--- config.mk ---
export PLATFORM = sky130hd
export DESIGN_NAME = audio_level_alarm_reporter_unit
export DESIGN_NICKNAME = d
export VERILOG_FILES = /design/src/hdl/alr_pkg.sv /design/src/hdl/alr_front.sv /design/src/hdl/alr_queue.sv /design/src/hdl/alr_framer.sv /design/src/hdl/audio_level_alarm_reporter_unit.sv
export SDC_FILE = /design/constraint.sdc
export NUM_CORES = 1
export LEC_CHECK = 0
export BUFFER_PORTS_ARGS = -buffer_cell sky130_fd_sc_hd__buf_2
export CORE_AREA = 2 2 291 508
export DETAILED_ROUTE_END_ITERATION = 16
export DIE_AREA = 0 0 293 510
export SLEW_MARGIN = 5
export SYNTH_ARGS = -nofsm -noshare
export SYNTH_HDL_FRONTEND = slang
export SYNTH_SLANG_ARGS = --single-unit
--- constraint.sdc ---
create_clock -name clk -period 22.1 [get_ports clk]
set_clock_uncertainty 0.1 [all_clocks]
set_input_delay 4.42 -clock clk [delete_from_list [all_inputs] [get_ports clk]]
set_output_delay 4.42 -clock clk [all_outputs]
set_load 0.1 [all_outputs]
--- src/hdl/alr_pkg.sv ---
// shared types and constants for the audio level alarm reporter
package alr_pkg;

    localparam int CHANNEL_COUNT_DEF = 8;
    localparam int LEVEL_W           = 32;
    localparam int TIMER_W           = 24;
    localparam int CHAN_W            = 3;
    localparam int QUEUE_DEPTH       = 2;

    // frame layout
    localparam logic [7:0] FRAME_SOF     = 8'hAA;
    localparam logic [7:0] FRAME_LENGTH  = 8'd18;
    localparam logic [7:0] FRAME_VERSION = 8'd1;
    localparam int         FRAME_BYTES   = 22;
    localparam int         BYTE_CNT_W    = $clog2(FRAME_BYTES);

    // configuration register indexes
    typedef enum logic [1:0] {
        REG_LOW_THRESHOLD  = 2'd0,
        REG_HIGH_THRESHOLD = 2'd1,
        REG_LOW_TIMEOUT    = 2'd2,
        REG_HIGH_TIMEOUT   = 2'd3
    } reg_index_t;

    // request codes
    localparam logic CMD_REPORT = 1'b0;
    localparam logic CMD_TICK   = 1'b1;

    typedef struct packed {
        logic signed [LEVEL_W-1:0] low_threshold;
        logic signed [LEVEL_W-1:0] high_threshold;
        logic [TIMER_W-1:0]        low_timeout;
        logic [TIMER_W-1:0]        high_timeout;
    } cfg_t;

    // one queued frame: payload plus alarm status sampled before the update
    typedef struct packed {
        logic [CHAN_W-1:0]  channel;
        logic [LEVEL_W-1:0] lvl_left;
        logic [LEVEL_W-1:0] lvl_right;
        logic [LEVEL_W-1:0] lvl_sum;
        logic [LEVEL_W-9:0] diff_upper;
        logic [1:0]         status;
    } desc_t;

    typedef enum logic [2:0] {
        ST_IDLE  = 3'b001,
        ST_WALK  = 3'b010,
        ST_DRAIN = 3'b100
    } front_state_t;

endpackage

--- src/hdl/alr_front.sv ---
// front end: takes requests, keeps per-channel alarm state, walks timers on ticks
module alr_front
    import alr_pkg::*;
#(
    parameter int CHANNEL_COUNT = CHANNEL_COUNT_DEF
) (
    input  logic                      clk,
    input  logic                      rst_n,
    input  cfg_t                      cfg,
    input  logic                      push,
    output logic                      full,
    input  logic                      cmd,
    input  logic [CHAN_W-1:0]         channel,
    input  logic signed [LEVEL_W-1:0] lvl_left,
    input  logic signed [LEVEL_W-1:0] lvl_right,
    input  logic signed [LEVEL_W-1:0] lvl_sum,
    input  logic signed [LEVEL_W-1:0] lvl_diff,
    output logic                      q_push,
    output desc_t                     q_data,
    input  logic                      q_full
);

    localparam int IDX_W = (CHANNEL_COUNT > 1) ? $clog2(CHANNEL_COUNT) : 1;

    front_state_t state_reg, state_next;
    logic [IDX_W-1:0] idx_reg, idx_next;
    logic             rd_vld_reg;
    logic [IDX_W-1:0] rd_idx_reg;
    logic [2*TIMER_W-1:0] rd_data_reg;

    logic [CHANNEL_COUNT-1:0] alarm_lo_reg, alarm_lo_next;
    logic [CHANNEL_COUNT-1:0] alarm_hi_reg, alarm_hi_next;
    logic [CHANNEL_COUNT-1:0] low_run_reg, low_run_next;
    logic [CHANNEL_COUNT-1:0] high_run_reg, high_run_next;
    // set: elapsed count reads as zero, memory contents stale
    logic [CHANNEL_COUNT-1:0] low_zero_reg, low_zero_next;
    logic [CHANNEL_COUNT-1:0] high_zero_reg, high_zero_next;

    logic [2*TIMER_W-1:0] elapsed_mem [CHANNEL_COUNT];

    logic                 accept;
    logic                 ch_ok;
    logic [IDX_W-1:0]     ch_idx;
    logic                 mem_we;
    logic [TIMER_W-1:0]   lo_eff, hi_eff, lo_new, hi_new;

    assign full   = (state_reg != ST_IDLE) || q_full;
    assign accept = push && !full;
    assign q_push = accept && (cmd == CMD_REPORT);
    assign ch_ok  = 32'(channel) < CHANNEL_COUNT;
    assign ch_idx = IDX_W'(channel);

    assign q_data.channel     = channel;
    assign q_data.lvl_left    = lvl_left;
    assign q_data.lvl_right   = lvl_right;
    assign q_data.lvl_sum     = lvl_sum;
    assign q_data.diff_upper  = lvl_diff[LEVEL_W-1:8];
    assign q_data.status      = ch_ok ? {alarm_hi_reg[ch_idx], alarm_lo_reg[ch_idx]} : 2'b00;

    assign lo_eff = low_zero_reg[rd_idx_reg]  ? '0 : rd_data_reg[TIMER_W-1:0];
    assign hi_eff = high_zero_reg[rd_idx_reg] ? '0 : rd_data_reg[2*TIMER_W-1:TIMER_W];

    always_comb
    begin
        state_next = state_reg;
        idx_next   = idx_reg;
        unique case (state_reg)
            ST_IDLE:
            begin
                if (accept && (cmd == CMD_TICK))
                begin
                    state_next = ST_WALK;
                    idx_next   = '0;
                end
            end
            ST_WALK:
            begin
                idx_next = idx_reg + 1'b1;
                if (idx_reg == IDX_W'(CHANNEL_COUNT - 1))
                begin
                    state_next = ST_DRAIN;
                end
            end
            ST_DRAIN:
            begin
                state_next = ST_IDLE;
            end
            default:
            begin
                state_next = ST_IDLE;
            end
        endcase
    end

    always_comb
    begin
        alarm_lo_next  = alarm_lo_reg;
        alarm_hi_next  = alarm_hi_reg;
        low_run_next   = low_run_reg;
        high_run_next  = high_run_reg;
        low_zero_next  = low_zero_reg;
        high_zero_next = high_zero_reg;
        mem_we         = 1'b0;
        lo_new         = lo_eff;
        hi_new         = hi_eff;

        // timer step for the channel read last cycle
        if (rd_vld_reg)
        begin
            mem_we = 1'b1;
            low_zero_next[rd_idx_reg]  = 1'b0;
            high_zero_next[rd_idx_reg] = 1'b0;
            if (low_run_reg[rd_idx_reg] && (cfg.low_timeout != '0))
            begin
                lo_new = lo_eff + 1'b1;
                if (lo_new >= cfg.low_timeout)
                begin
                    alarm_lo_next[rd_idx_reg] = 1'b1;
                    low_run_next[rd_idx_reg]  = 1'b0;
                end
            end
            if (high_run_reg[rd_idx_reg] && (cfg.high_timeout != '0))
            begin
                hi_new = hi_eff + 1'b1;
                if (hi_new >= cfg.high_timeout)
                begin
                    alarm_hi_next[rd_idx_reg] = 1'b1;
                    high_run_next[rd_idx_reg] = 1'b0;
                end
            end
        end

        // good levels clear alarms and restart armed timers
        if (q_push && ch_ok)
        begin
            if ((lvl_left > cfg.low_threshold) && (lvl_right > cfg.low_threshold))
            begin
                alarm_lo_next[ch_idx] = 1'b0;
                if (cfg.low_timeout != '0)
                begin
                    low_zero_next[ch_idx] = 1'b1;
                    low_run_next[ch_idx]  = 1'b1;
                end
            end
            if ((lvl_left < cfg.high_threshold) && (lvl_right < cfg.high_threshold))
            begin
                alarm_hi_next[ch_idx] = 1'b0;
                if (cfg.high_timeout != '0)
                begin
                    high_zero_next[ch_idx] = 1'b1;
                    high_run_next[ch_idx]  = 1'b1;
                end
            end
        end
    end

    always_ff @(posedge clk or negedge rst_n)
    begin
        if (!rst_n)
        begin
            state_reg     <= ST_IDLE;
            idx_reg       <= '0;
            rd_vld_reg    <= 1'b0;
            rd_idx_reg    <= '0;
            alarm_lo_reg  <= '0;
            alarm_hi_reg  <= '0;
            low_run_reg   <= '1;
            high_run_reg  <= '1;
            low_zero_reg  <= '1;
            high_zero_reg <= '1;
        end
        else
        begin
            state_reg     <= state_next;
            idx_reg       <= idx_next;
            rd_vld_reg    <= (state_reg == ST_WALK);
            rd_idx_reg    <= idx_reg;
            alarm_lo_reg  <= alarm_lo_next;
            alarm_hi_reg  <= alarm_hi_next;
            low_run_reg   <= low_run_next;
            high_run_reg  <= high_run_next;
            low_zero_reg  <= low_zero_next;
            high_zero_reg <= high_zero_next;
        end
    end

    always_ff @(posedge clk)
    begin
        rd_data_reg <= elapsed_mem[idx_reg];
        if (mem_we)
        begin
            elapsed_mem[rd_idx_reg] <= {hi_new, lo_new};
        end
    end

endmodule

--- src/hdl/alr_queue.sv ---
// short queue of frame descriptors between front end and framer
module alr_queue
    import alr_pkg::*;
(
    input  logic  clk,
    input  logic  rst_n,
    input  logic  wr_en,
    input  desc_t wr_data,
    output logic  full,
    input  logic  rd_en,
    output desc_t rd_data,
    output logic  empty
);

    localparam int PTR_W = (QUEUE_DEPTH > 1) ? $clog2(QUEUE_DEPTH) : 1;
    localparam int CNT_W = $clog2(QUEUE_DEPTH + 1);

    desc_t            slot_reg [QUEUE_DEPTH];
    logic [PTR_W-1:0] wr_ptr_reg, wr_ptr_next;
    logic [PTR_W-1:0] rd_ptr_reg, rd_ptr_next;
    logic [CNT_W-1:0] count_reg, count_next;
    logic             do_wr, do_rd;

    assign full    = (count_reg == CNT_W'(QUEUE_DEPTH));
    assign empty   = (count_reg == '0);
    assign do_wr   = wr_en && !full;
    assign do_rd   = rd_en && !empty;
    assign rd_data = slot_reg[rd_ptr_reg];

    always_comb
    begin
        wr_ptr_next = wr_ptr_reg;
        rd_ptr_next = rd_ptr_reg;
        count_next  = count_reg;
        if (do_wr)
        begin
            wr_ptr_next = (wr_ptr_reg == PTR_W'(QUEUE_DEPTH - 1)) ? '0 : wr_ptr_reg + 1'b1;
        end
        if (do_rd)
        begin
            rd_ptr_next = (rd_ptr_reg == PTR_W'(QUEUE_DEPTH - 1)) ? '0 : rd_ptr_reg + 1'b1;
        end
        if (do_wr && !do_rd)
        begin
            count_next = count_reg + 1'b1;
        end
        else if (do_rd && !do_wr)
        begin
            count_next = count_reg - 1'b1;
        end
    end

    always_ff @(posedge clk or negedge rst_n)
    begin
        if (!rst_n)
        begin
            wr_ptr_reg <= '0;
            rd_ptr_reg <= '0;
            count_reg  <= '0;
        end
        else
        begin
            wr_ptr_reg <= wr_ptr_next;
            rd_ptr_reg <= rd_ptr_next;
            count_reg  <= count_next;
        end
    end

    always_ff @(posedge clk)
    begin
        if (do_wr)
        begin
            slot_reg[wr_ptr_reg] <= wr_data;
        end
    end

endmodule

--- src/hdl/alr_framer.sv ---
// back end: serializes one descriptor into a 22-byte frame with checksum
module alr_framer
    import alr_pkg::*;
(
    input  logic        clk,
    input  logic        rst_n,
    input  desc_t       q_data,
    input  logic        q_empty,
    output logic        q_pop,
    output logic        empty,
    input  logic        pop,
    output logic [7:0]  frame_byte,
    output logic        last_byte
);

    desc_t                 desc_reg;
    logic                  busy_reg, busy_next;
    logic [BYTE_CNT_W-1:0] cnt_reg, cnt_next;
    logic [7:0]            sum_reg, sum_next;
    logic                  take;
    logic                  in_sum;

    assign empty     = !busy_reg;
    assign take      = pop && busy_reg;
    assign last_byte = (cnt_reg == BYTE_CNT_W'(FRAME_BYTES - 1));
    assign q_pop     = !q_empty && (!busy_reg || (take && last_byte));
    assign in_sum    = (cnt_reg >= BYTE_CNT_W'(2)) && (cnt_reg <= BYTE_CNT_W'(19));

    always_comb
    begin
        unique case (cnt_reg)
            BYTE_CNT_W'(0):  frame_byte = FRAME_SOF;
            BYTE_CNT_W'(1):  frame_byte = FRAME_LENGTH;
            BYTE_CNT_W'(2):  frame_byte = FRAME_VERSION;
            BYTE_CNT_W'(3):  frame_byte = 8'(desc_reg.channel);
            BYTE_CNT_W'(4):  frame_byte = desc_reg.lvl_left[31:24];
            BYTE_CNT_W'(5):  frame_byte = desc_reg.lvl_left[23:16];
            BYTE_CNT_W'(6):  frame_byte = desc_reg.lvl_left[15:8];
            BYTE_CNT_W'(7):  frame_byte = desc_reg.lvl_left[7:0];
            BYTE_CNT_W'(8):  frame_byte = desc_reg.lvl_right[31:24];
            BYTE_CNT_W'(9):  frame_byte = desc_reg.lvl_right[23:16];
            BYTE_CNT_W'(10): frame_byte = desc_reg.lvl_right[15:8];
            BYTE_CNT_W'(11): frame_byte = desc_reg.lvl_right[7:0];
            BYTE_CNT_W'(12): frame_byte = desc_reg.lvl_sum[31:24];
            BYTE_CNT_W'(13): frame_byte = desc_reg.lvl_sum[23:16];
            BYTE_CNT_W'(14): frame_byte = desc_reg.lvl_sum[15:8];
            BYTE_CNT_W'(15): frame_byte = desc_reg.lvl_sum[7:0];
            BYTE_CNT_W'(16): frame_byte = desc_reg.diff_upper[23:16];
            BYTE_CNT_W'(17): frame_byte = desc_reg.diff_upper[15:8];
            BYTE_CNT_W'(18): frame_byte = desc_reg.diff_upper[7:0];
            BYTE_CNT_W'(19): frame_byte = 8'(desc_reg.status);
            BYTE_CNT_W'(20): frame_byte = sum_reg;
            default:         frame_byte = 8'h00;
        endcase
    end

    always_comb
    begin
        busy_next = busy_reg;
        cnt_next  = cnt_reg;
        sum_next  = sum_reg;
        if (take)
        begin
            cnt_next = cnt_reg + 1'b1;
            if (in_sum)
            begin
                sum_next = sum_reg + frame_byte;
            end
            if (last_byte)
            begin
                busy_next = 1'b0;
            end
        end
        if (q_pop)
        begin
            busy_next = 1'b1;
            cnt_next  = '0;
            sum_next  = '0;
        end
    end

    always_ff @(posedge clk or negedge rst_n)
    begin
        if (!rst_n)
        begin
            busy_reg <= 1'b0;
            cnt_reg  <= '0;
            sum_reg  <= '0;
        end
        else
        begin
            busy_reg <= busy_next;
            cnt_reg  <= cnt_next;
            sum_reg  <= sum_next;
        end
    end

    always_ff @(posedge clk)
    begin
        if (q_pop)
        begin
            desc_reg <= q_data;
        end
    end

endmodule

--- src/hdl/audio_level_alarm_reporter_unit.sv ---
// top level of the audio level alarm reporter: config registers, front end, queue, framer
// a report request is accepted while full is low; it passes the queue to the framer once free
// each report yields 22 bytes at one byte per pop, so the framer sets the report rate
// a tick request walks one channel per cycle, then drains; full stays high until idle again
// a two-entry queue lets reports keep arriving while the framer still sends
// rst_n is asynchronous: alarms cleared, timers armed at zero, thresholds and timeouts to defaults
module audio_level_alarm_reporter_unit
    import alr_pkg::*;
#(
    parameter int CHANNEL_COUNT = CHANNEL_COUNT_DEF
) (
    input  logic                      clk,
    input  logic                      rst_n,
    // request side
    input  logic                      push,
    output logic                      full,
    input  logic                      cmd,
    input  logic [CHAN_W-1:0]         channel,
    input  logic signed [LEVEL_W-1:0] lvl_left,
    input  logic signed [LEVEL_W-1:0] lvl_right,
    input  logic signed [LEVEL_W-1:0] lvl_sum,
    input  logic signed [LEVEL_W-1:0] lvl_diff,
    // frame byte side
    output logic                      empty,
    input  logic                      pop,
    output logic [7:0]                frame_byte,
    output logic                      last_byte,
    // configuration writes
    input  logic                      cfg_we,
    input  logic [1:0]                cfg_index,
    input  logic [LEVEL_W-1:0]        cfg_data
);

    cfg_t  cfg_reg;
    cfg_t  cfg_next;
    logic  q_push;
    desc_t q_wr_data;
    logic  q_full;
    logic  q_pop;
    desc_t q_rd_data;
    logic  q_empty;

    // shared thresholds and timeouts: user writes only while idle, unchecked by the block
    always_comb
    begin
        cfg_next = cfg_reg;
        if (cfg_we)
        begin
            unique case (reg_index_t'(cfg_index))
                REG_LOW_THRESHOLD:  cfg_next.low_threshold  = cfg_data;
                REG_HIGH_THRESHOLD: cfg_next.high_threshold = cfg_data;
                REG_LOW_TIMEOUT:    cfg_next.low_timeout    = cfg_data[TIMER_W-1:0];
                REG_HIGH_TIMEOUT:   cfg_next.high_timeout   = cfg_data[TIMER_W-1:0];
                default:            cfg_next = cfg_reg;
            endcase
        end
    end

    always_ff @(posedge clk or negedge rst_n)
    begin
        if (!rst_n)
        begin
            cfg_reg.low_threshold  <= '0;
            cfg_reg.high_threshold <= {1'b0, {(LEVEL_W-1){1'b1}}};
            cfg_reg.low_timeout    <= '0;
            cfg_reg.high_timeout   <= '0;
        end
        else
        begin
            cfg_reg <= cfg_next;
        end
    end

    // front end: alarm state, timer walk, descriptor build
    alr_front #(
        .CHANNEL_COUNT (CHANNEL_COUNT)
    ) u_front (
        .clk         (clk),
        .rst_n       (rst_n),
        .cfg         (cfg_reg),
        .push        (push),
        .full        (full),
        .cmd         (cmd),
        .channel     (channel),
        .lvl_left    (lvl_left),
        .lvl_right   (lvl_right),
        .lvl_sum     (lvl_sum),
        .lvl_diff    (lvl_diff),
        .q_push      (q_push),
        .q_data      (q_wr_data),
        .q_full      (q_full)
    );

    // decouples report acceptance from byte delivery
    alr_queue u_queue (
        .clk     (clk),
        .rst_n   (rst_n),
        .wr_en   (q_push),
        .wr_data (q_wr_data),
        .full    (q_full),
        .rd_en   (q_pop),
        .rd_data (q_rd_data),
        .empty   (q_empty)
    );

    // back end: one frame byte per pop, checksum built on the fly
    alr_framer u_framer (
        .clk        (clk),
        .rst_n      (rst_n),
        .q_data     (q_rd_data),
        .q_empty    (q_empty),
        .q_pop      (q_pop),
        .empty      (empty),
        .pop        (pop),
        .frame_byte (frame_byte),
        .last_byte  (last_byte)
    );

endmodule
==> results of run 1 <==
-- report_power, final --
| group | switching (mW) | internal (mW) | total [mW] |
|---|---|---|---|
| combinational | 0.980 | 0.551 | 1.53 |
| clock | 0.712 | 0.993 | 1.71 |
| sequential | 0.147 | 2.38 | 2.53 |
-- worst reg2reg max path, delay by kind of cell (launching register included) --
kind	cells	cell delay, ps
multiplexers	1	490
AO/OA/AOI/OAI	6	2230
XOR/XNOR	1	150
adder cells (fa/ha/maj)	2	550
flip-flops	1	780
AND/OR/NAND/NOR	9	2960
-- layout make-up --
| class | count | area [um2] | area share [%] |
|---|---|---|---|
| clock buffer | 116 | 2520 | 5.07 |
| antenna | 14 | 35.0 | 0.0705 |
| multi-input combinational | 1574 | 13800 | 27.7 |
| sequential | 995 | 28500 | 57.4 |
| tap | 1870 | 2340 | 4.71 |
| clock inverter | 65 | 757 | 1.52 |
| timing repair buffer | 209 | 1160 | 2.33 |
| inverter | 149 | 569 | 1.14 |
-- kinds of logic (layout without fill, tap and decap cells) --
group           count (synthesis)  count (layout)
mux                           382             382
buf+inv                       247             539
xor+xnor                       89              89
flops                         995             995
compound gates                374             374
other cells                     0              14
fa+ha+maj                     192             192
simple gates                  537             537
-- placed cells by master, fill, tap and decap left out, types with 17 or more instances in the layout --
master and instances:
and3_1 19, clkbuf_16 97, a21o_1 27, dfrtp_1 120, xnor2_1 43, dfstp_2 64
nand4_1 37, o21ai_0 106, ha_1 191, mux2_2 264, clkinv_1 17, or3_1 18
xor2_1 46, edfxtp_1 759, a22oi_1 21, o31ai_1 20, nand2_1 169, a21oi_1 76
nor3_1 18, buf_4 35, dfxtp_1 48, nor2b_1 18, nor4_1 18, clkinv_2 26
mux4_2 103, inv_1 139, clkbuf_1 17, nor2_1 144, nand3_1 40, buf_2 172
-- path summary, 6_finish.rpt --
| path | end | slack, ps | depth (start not counted) |
|---|---|---|---|
| min in group asynchronous | cfg_reg[104] | 3680 | 1 |
| max in group asynchronous | u_front.idx_reg[0] | 16760 | 2 |
| max reg2reg | u_front.high_run_reg[0] | 14730 | 19 |
| min | u_front.low_zero_reg[5] | 370 | 2 |
| max | frame_byte[1] | 13640 | 9 |
| min reg2reg | u_front.low_zero_reg[5] | 370 | 2 |
-- layer usage --
layer / up-vias / global-route usage [%] / routed length, um
met5: - / 0 / 49
met4: 8 / 7.19 / 5230
met3: 204 / 2.00 / 5040
met2: 624 / 27.4 / 58600
met1: 12469 / 16.7 / 43500
li1: 11214 / - / -
-- through the flow --
stage | hold WS [ps] | power (mW) | worst slack [ps]
floorplan | 276 | 3.64 | 8190
global placement | 351 | 4.07 | 14420
detailed placement | 357 | 4.11 | 14410
CTS | 367 | 5.82 | 13630
global route | 390 | 6.04 | 13480
finish | 366 | 5.76 | 13640
==> flow_summary.toml, run 1 <==
[synthesis]
synthMuxAreaShare_pct = 12.6
yosys.cell_count.top_type = "edfxtp_1"
ys_warn_count = 0
synth_top_area_share_pct = 52.7
synth-compound-area-share_pct = 5.71
synth_top_family_by_area = "multiplexers"
yosys.cell_types.count = 84
syn_inst = 2816
synthesis.nets = 3179
synth_edf_count = 759
synth_area_leader_cell = "edfxtp_1"
synth-xor-area-share_pct = 1.80
yosys.area_share.adder_pct = 5.57
synth_area_um2 = 43200
synth_ff_type = "edfxtp_1"
synth.area.top_cells = "edfxtp_1 (53%), dfrtp_1 (7.2%), mux2_2 (6.9%)"
synthArstFlopShare_pct = 18.9
synthSimpleGateAreaFrac_pct = 6.08
yosysSeqAreaShare_pct = 66.0
ys_ff_latch = 995
ys_top_cells_by_count = "edfxtp_1 (759), mux2_2 (264), ha_1 (191)"
syn_area_per_cell_um2 = 15.4

[drt]
drt_iter0_drc = 1706
num_vias = 24519
ant_nets = 0
routed_wl_um = 112000
first_pass_iters = 5
vias_per_cell = 4.91
wl_per_cell_um = 22.5
drc_errors = 0

[power]
p_leak_nw = 17.8
peakVddDrop_uv = 107
p_per_area_nw_per_um2 = 116

[sta]
slew_viol_final = 0
fin_tns_setup_ps = 0
fmax_mhz = 118
max_slew_margin_pct = 18.5
finalHoldViolCount = 0
finalSetupViolCount = 0
finalCriticalPeriod_ps = 8460
rsz0062_at_grt = "no"
fin_crit_sh_pct = 38.3
worstMarginPinSlew_ps = 1220

[place]
gp_congestion = 0.911
placed_cell_area_um2 = 46400
dp_cells = 4797
portBuffers = 173
post-dp-hpwl_um = 78200

[layout]
largest_register_ff_count = 384
synthToLayoutAreaGrowth_pct = 15.0
nNetsFinal = 3388
fin_area_um2 = 49700
fin_cells = 4992
drive_gt1_share_pct = 26.5
fill_cells = 13798
final_util_pct = 34.3

[critical_path]
critical_path_class = "flip-flop to output pin"
r2r_start = "u_front.rd_idx_reg[0]"
worst_path_largest_cell_delay_ps = 810
path_cells = "inv_1 -> ha_1 -> nor4bb_1 -> buf_4 -> a22oi_1 -> nand4_1 -> a211oi_1 -> o2111ai_1 -> buf_2"
cp_top_family = "simple AND/OR/NAND/NOR gates"
cp-startpoint = "u_framer.cnt_reg[0]"
crit_required_ps = 17580
end_kind = "output pin"
crit_path_max_fanout = 9
slowest_stage = "nor4bb_1"
crit_arrival_ps = 3940
critPathBufInv = 3
cp-start-kind = "flip-flop"

[floorplan]
core.rowCount = 185
initial_core_util_pct = 29.8
top_level_ports = 182
die_area_um2 = 149000
die_x_um = 293
fp.dieH_um = 510
core_area_um2 = 145000

[clock_network]
path_clk_slew_ps = 70
cts_buffer_depth = 3
insertion_delay_ps = 680
cts_tree = "done"
cts_buffers = 96
hold_buffers = 0
htreeDepth = 3
cts_setup_buffers = 0
cts.sinks = 995
ctsResizeCount = 0
cts_root_buffer = "clkbuf_16"

[global_routing]
antenna_found_initial = 22
grt_pass1_wl_um = 164000
grt_max_degree = 126
grt_pass1_vias = 25224
grt_overflow = 0
track_usage_pct = 14.8

[worst_hold_path]
hp-start = "u_front.low_zero_reg[5]"
hp-class = "flip-flop to flip-flop"

[run_status]
outcome = "finished clean"

[run]
cap_violations = 0
(Power assumes the default switching activity.)
==> run 2, diff against run 1 <==
Settings changed: ABC_AREA set to 1, CORE_AREA 2 2 291 508 to 2 2 295 516, DIE_AREA 0 0 293 510 to 0 0 297 518.
Clock period 22.1 ns to 6.9 ns, I/O delays scaled along.
==> flow_summary.toml, run 2 <==
[critical_path]
crit_arrival_ps = 4070
crit_path_frequent_cell = "inv_1"
critPathBufInv = 4
cp-start-kind = "flip-flop"
worst_path_largest_cell_delay_ps = 590
slowest_stage = "nor2_1"
path_cells = "inv_1 -> ha_1 -> inv_1 -> nor2_1 -> inv_1 -> nor2_1 -> nand2_1 -> nand4_1 -> a211oi_1 -> nand4_1 -> buf_2"
end_kind = "output pin"
cp_top_family = "simple AND/OR/NAND/NOR gates"
critical_path_class = "flip-flop to output pin"
crit_path_max_fanout = 8
crit_required_ps = 5420

[drt]
first_pass_iters = 5
drc_errors = 0
wl_per_cell_um = 19.3
ant_nets = 0
routed_wl_um = 125000
vias_per_cell = 4.81
num_vias = 31294
drt_iter0_drc = 2521

[synthesis]
syn_area_per_cell_um2 = 10.5
syn_inst = 4262
synth_top_area_share_pct = 51.0
synth_area_um2 = 44700
ys_warn_count = 0
yosysSeqAreaShare_pct = 63.8
synth_edf_count = 759
synthArstFlopShare_pct = 18.9
synth.area.top_cells = "edfxtp_1 (51%), nand2_1 (8.5%), dfrtp_1 (6.9%)"
ys_top_cells_by_count = "nand2_1 (1018), edfxtp_1 (759), nor2_1 (510)"
synth_area_leader_cell = "edfxtp_1"
yosys.cell_types.count = 54
yosys.cell_count.top_type = "nand2_1"
ys_ff_latch = 995
synthesis.nets = 4625
synth_ff_type = "edfxtp_1"

[floorplan]
die_x_um = 297
top_level_ports = 182
fp.dieH_um = 518
core.rowCount = 188
die_area_um2 = 154000
core_area_um2 = 150000
initial_core_util_pct = 29.9

[layout]
drive_gt1_share_pct = 11.3
fill_cells = 15078
final_util_pct = 34.1
layout_common_cells = "nand2_1 (1018), edfxtp_1 (759), nor2_1 (506), o21ai_0 (401), inv_1 (361)"
final_common_cell = "nand2_1"
largest_register_ff_count = 384
nNetsFinal = 4782
synthToLayoutAreaGrowth_pct = 14.3

[clock_network]
cts_tree = "done"
insertion_delay_ps = 710
cts_setup_buffers = 0
cts_buffers = 97
hold_buffers = 0
cts.sinks = 995
cts_root_buffer = "clkbuf_16"
ctsResizeCount = 0
htreeDepth = 3
cts_buffer_depth = 3
path_clk_slew_ps = 60

[global_routing]
grt_overflow = 0
antenna_found_initial = 43
track_usage_pct = 15.9
grt_pass1_vias = 30390
grt_pass1_wl_um = 185000
grt_max_degree = 137

[place]
post-dp-hpwl_um = 86900
portBuffers = 173
gp_congestion = 0.922

[sta]
rsz0062_at_grt = "no"
finalCriticalPeriod_ps = 5550
fin_crit_sh_pct = 80.4
timing.hold.ws_ps = 329
finalHoldViolCount = 0
fin_tns_setup_ps = 0
fmax_mhz = 180
slew_viol_final = 0
max_slew_margin_pct = 15.9
worstMarginPinSlew_ps = 1250
finalSetupViolCount = 0

[power]
peakVddDrop_uv = 276
total_power_mw = 20.0
p_per_area_nw_per_um2 = 391
p_leak_nw = 20.5

[run_status]
outcome = "finished clean"

[worst_hold_path]
hp-class = "flip-flop to flip-flop"

[run]
cap_violations = 0
run 2: changes by cell type in the layout (fill, tap and decap cells not counted), sizes merged, moves of 47 or more:
cell / change
nand3: +109
o22ai: +47
nor2: +389
o21ai: +298
mux2: -265
inv: +230
mux4: -103
nand2: +858
run 2: per-layer routing:
| layer | wire, um | GRT usage, % |
|---|---|---|
| met5 | 96 | 0 |
| met4 | 5060 | 6.91 |
| met3 | 6550 | 2.08 |
| met2 | 64600 | 29.0 |
| met1 | 48900 | 18.5 |
run 2: kinds of logic (layout without fill, tap and decap cells):
kind of cell | after synthesis | in the layout | synth area share [%]
AOI/OAI and AO/OA | 674 | 674 | 8.23
xor gates and xnor gates | 32 | 32 | 0.627
adders and majority gates | 192 | 192 | 5.39
buffers and inverters | 525 | 764 | 4.66
DFF | 995 | 995 | 63.8
other | 0 | 7 | 0
and+or+nand+nor | 1844 | 1844 | 17.3
run 2: area by class of cell:
class,count,area (um2),area share (%)
Clock inverter,63,619,1.21
Inverter,374,1430,2.79
Timing Repair Buffer,209,1190,2.34
Sequential cell,995,28500,55.9
Clock buffer,118,2660,5.21
Tap cell,1995,2500,4.89
Antenna cell,7,17.5,0.0343
Multi-Input combinational cell,2742,14100,27.6
run 2: final timing paths:
check                      slack (ps)  depth (start not counted)                  start                       to
setup / recovery                 1350                         11    u_framer.cnt_reg[1]            frame_byte[2]
hold / removal                    330                          0     u_front.idx_reg[2]    u_front.rd_idx_reg[2]
setup reg to reg                 1620                         23  u_front.rd_idx_reg[0]  u_front.alarm_lo_reg[0]
hold reg to reg                   330                          0     u_front.idx_reg[2]    u_front.rd_idx_reg[2]
max in group asynchronous        4830                          2                  rst_n              cfg_reg[30]
min in group asynchronous         610                          1                  rst_n       u_queue.wr_ptr_reg
run 2: per-stage QoR:
stage | worst slack [ps] | instances | instance area (um2)
2_1_floorplan | 937 | 4262 | 44700
3_3_place_gp | 1710 | 6315 | 47800
3_5_place_dp | 1730 | 6315 | 47800
4_1_cts | 1300 | 6496 | 51100
5_1_grt | 1160 | 6497 | 51100
6_report | 1350 | 6503 | 51100
run 2: worst register-to-register path: stages, from the launching register on:
cell     delay (ps)
dfrtp_1         830
inv_8           170
nor2_1          140
nor2_1          110
nor2_2          240
nand2_2         210
nor2_4          290
ha_1            350
inv_1           110
nor2_1          120
buf_4           180
nand3_2         150
nor3_2          160
xor2_1          130
ha_1            300
nand2_1          50
nor3_1          360
nand3_1         110
or2_2           310
nand4_1         440
nand2_1         160
nand2_1          90
nand2_1          50
inv_1            60
run 2: power by group:
| part | total, mW | switching (mW) | leakage, nW | internal (mW) |
|---|---|---|---|---|
| combinational | 6.21 | 4.49 | 9.34 | 1.72 |
| clock | 5.45 | 2.34 | 1.61 | 3.11 |
| sequential | 8.32 | 0.536 | 9.55 | 7.78 |
| total | 20.0 | 7.36 | 20.5 | 12.6 |
==> run 3, diff against run 2 <==
Settings changed: ABC_AREA 1 to 0, CORE_AREA 2 2 295 516 to 2 2 291 508, DIE_AREA 0 0 297 518 to 0 0 293 510.
Clock period 6.9 ns to 4.7 ns, I/O delays scaled along.
==> flow_summary.toml, run 3 (synthesized netlist as in run 1, its figures left out) <==
[run_status]
outcome = "finished clean"

[clock_network]
cts_root_buffer = "clkbuf_16"
cts.sinks = 995
insertion_delay_ps = 690
hold_buffers = 0
htreeDepth = 3
cts_buffers = 97
cts_tree = "done"
path_clk_slew_ps = 60
cts_buffer_depth = 3

[sta]
fin_crit_sh_pct = 97.4
finalCriticalPeriod_ps = 4580
rsz0062_at_grt = "yes"
worstMarginPinSlew_ps = 1180
finalSetupViolCount = 0
max_slew_margin_pct = 21.4
fmax_mhz = 218
finalHoldViolCount = 0
slew_viol_final = 0

[critical_path]
r2r_setup_slack_ps = 150
slowest_stage = "nor3b_1"
critical_path_class = "flip-flop to output pin"
critPathBufInv = 2
cp-start-kind = "flip-flop"
path_cells = "nor3b_1 -> and2_1 -> a221oi_1 -> buf_4 -> and3_1 -> nand4_1 -> buf_2"
worst_r2r_endpoint = "u_front.high_run_reg[5]"
crit_path_max_fanout = 18
r2r_cells = 25
r2r_start = "u_front.rd_idx_reg[1]"
crit_arrival_ps = 3540
end_kind = "output pin"
cp_top_family = "simple AND/OR/NAND/NOR gates"
worst_path_largest_cell_delay_ps = 730
crit_required_ps = 3660

[drt]
num_vias = 24851
drt_iter0_drc = 1691
first_pass_iters = 5
vias_per_cell = 4.90
routed_wl_um = 114000
drc_errors = 0
wl_per_cell_um = 22.5
ant_nets = 0

[layout]
fin_area_um2 = 50800
nNetsFinal = 3473
layout_common_cells = "edfxtp_1 (759), mux2_2 (263), ha_1 (187), buf_2 (172), nand2_1 (165)"
final_util_pct = 35.0
synthToLayoutAreaGrowth_pct = 17.4
final_common_cell = "edfxtp_1"
largest_register_ff_count = 384
drive_gt1_share_pct = 30.5
multi_input_area_um2 = 14200
seq_area_um2 = 28600
fill_cells = 13759

[global_routing]
grt_max_degree = 118
grt_pass1_vias = 26036
track_usage_pct = 15.1
grt_pass1_wl_um = 168000
antenna_found_initial = 20
grt_overflow = 0

[worst_hold_path]
hp-class = "primary input to async pin"

[place]
gp_congestion = 0.940
placed_cell_area_um2 = 47100
post-dp-hpwl_um = 81900
portBuffers = 173

[power]
swShare_pct = 32.9
pwr-share-seq_pct = 42.8
peakVddDrop_uv = 365
internal_power_mw = 18.7
p_leak_nw = 18.3
total_power_mw = 27.9
p_per_area_nw_per_um2 = 549
p_clk_share_pct = 27.8
pwr-share-comb_pct = 29.4
p_switching_mw = 9.17

[floorplan]
core.rowCount = 185
top_level_ports = 182
initial_core_util_pct = 29.8
fp.dieH_um = 510
die_x_um = 293
core_area_um2 = 145000
die_area_um2 = 149000

[run]
cap_violations = 0
[run 3: metal layers]
layer | track usage (%) | routed length, um | share of wire [%] | up-vias
met2 | 28.1 | 60300 | 53 | 641
li1 | - | - | - | 11380
met4 | 6.82 | 5000 | 4.4 | 8
met1 | 17.1 | 44100 | 39 | 12619
met3 | 2.03 | 4790 | 4.2 | 203
met5 | 0 | 62 | 0.054 | -
[run 3: stage by stage]
stage               setup WS [ps]  setup TNS, ps  hold WS, ps  std cells
floorplan                   -4.97          -9.90          276       2816
global placement             -526          -9750          355       4869
detailed placement           -514          -9920          358       4869
CTS                         -32.7           -193          286       5062
global route                 -156          -2190          322       5065
finish                        122              0          311       5070
[run 3: cell type report]
type / instances / area share [%]
Clock buffer: 125 / 5.15
Tap cell: 1870 / 4.61
Antenna cell: 6 / 0.0296
Multi-Input combinational cell: 1574 / 28.0
Sequential cell: 995 / 56.2
Inverter: 149 / 1.12
Clock inverter: 58 / 1.06
Timing Repair Buffer: 293 / 3.80
[run 3: worst reg2reg max path: cells and delay by family (launching register included)]
kind            cells  cell delay (ps)
compound gates      6             1030
xor+xnor            1              200
fa+ha+maj           2              470
buf+inv             5              840
flops               1              430
mux                 1              160
simple gates       10             1200
[run 3: power groups by stage]
stage / Combinational (mW) / Clock, mW / Sequential [mW]
2_1_floorplan: 5.39 / 0 / 11.7
3_5_place_dp: 7.71 / 0 / 12.1
5_1_grt: 8.97 / 8.23 / 12.0
4_1_cts: 8.07 / 7.93 / 11.9
6_report: 8.19 / 7.75 / 11.9
3_3_place_gp: 7.59 / 0 / 12.1
[run 3: how the worst max path moves through the flow]
stage	to	cells past startpoint	start
floorplan	u_framer.sum_reg[7]	17	u_framer.cnt_reg[3]
global placement	u_front.high_run_reg[7]	24	u_front.rd_idx_reg[1]
detailed placement	u_front.high_run_reg[0]	24	u_front.rd_idx_reg[1]
CTS	u_front.high_run_reg[7]	25	u_front.rd_idx_reg[1]
global route	u_front.high_run_reg[6]	25	u_front.rd_idx_reg[1]
finish	frame_byte[0]	7	u_framer.cnt_reg[2]
[run 3: timing repair]
action,in CTS,in global routing
pin swaps,30,17
setup buffers,8,3
endpoints found under the setup margin,32,34
cloned,2,0
resized for setup,57,53
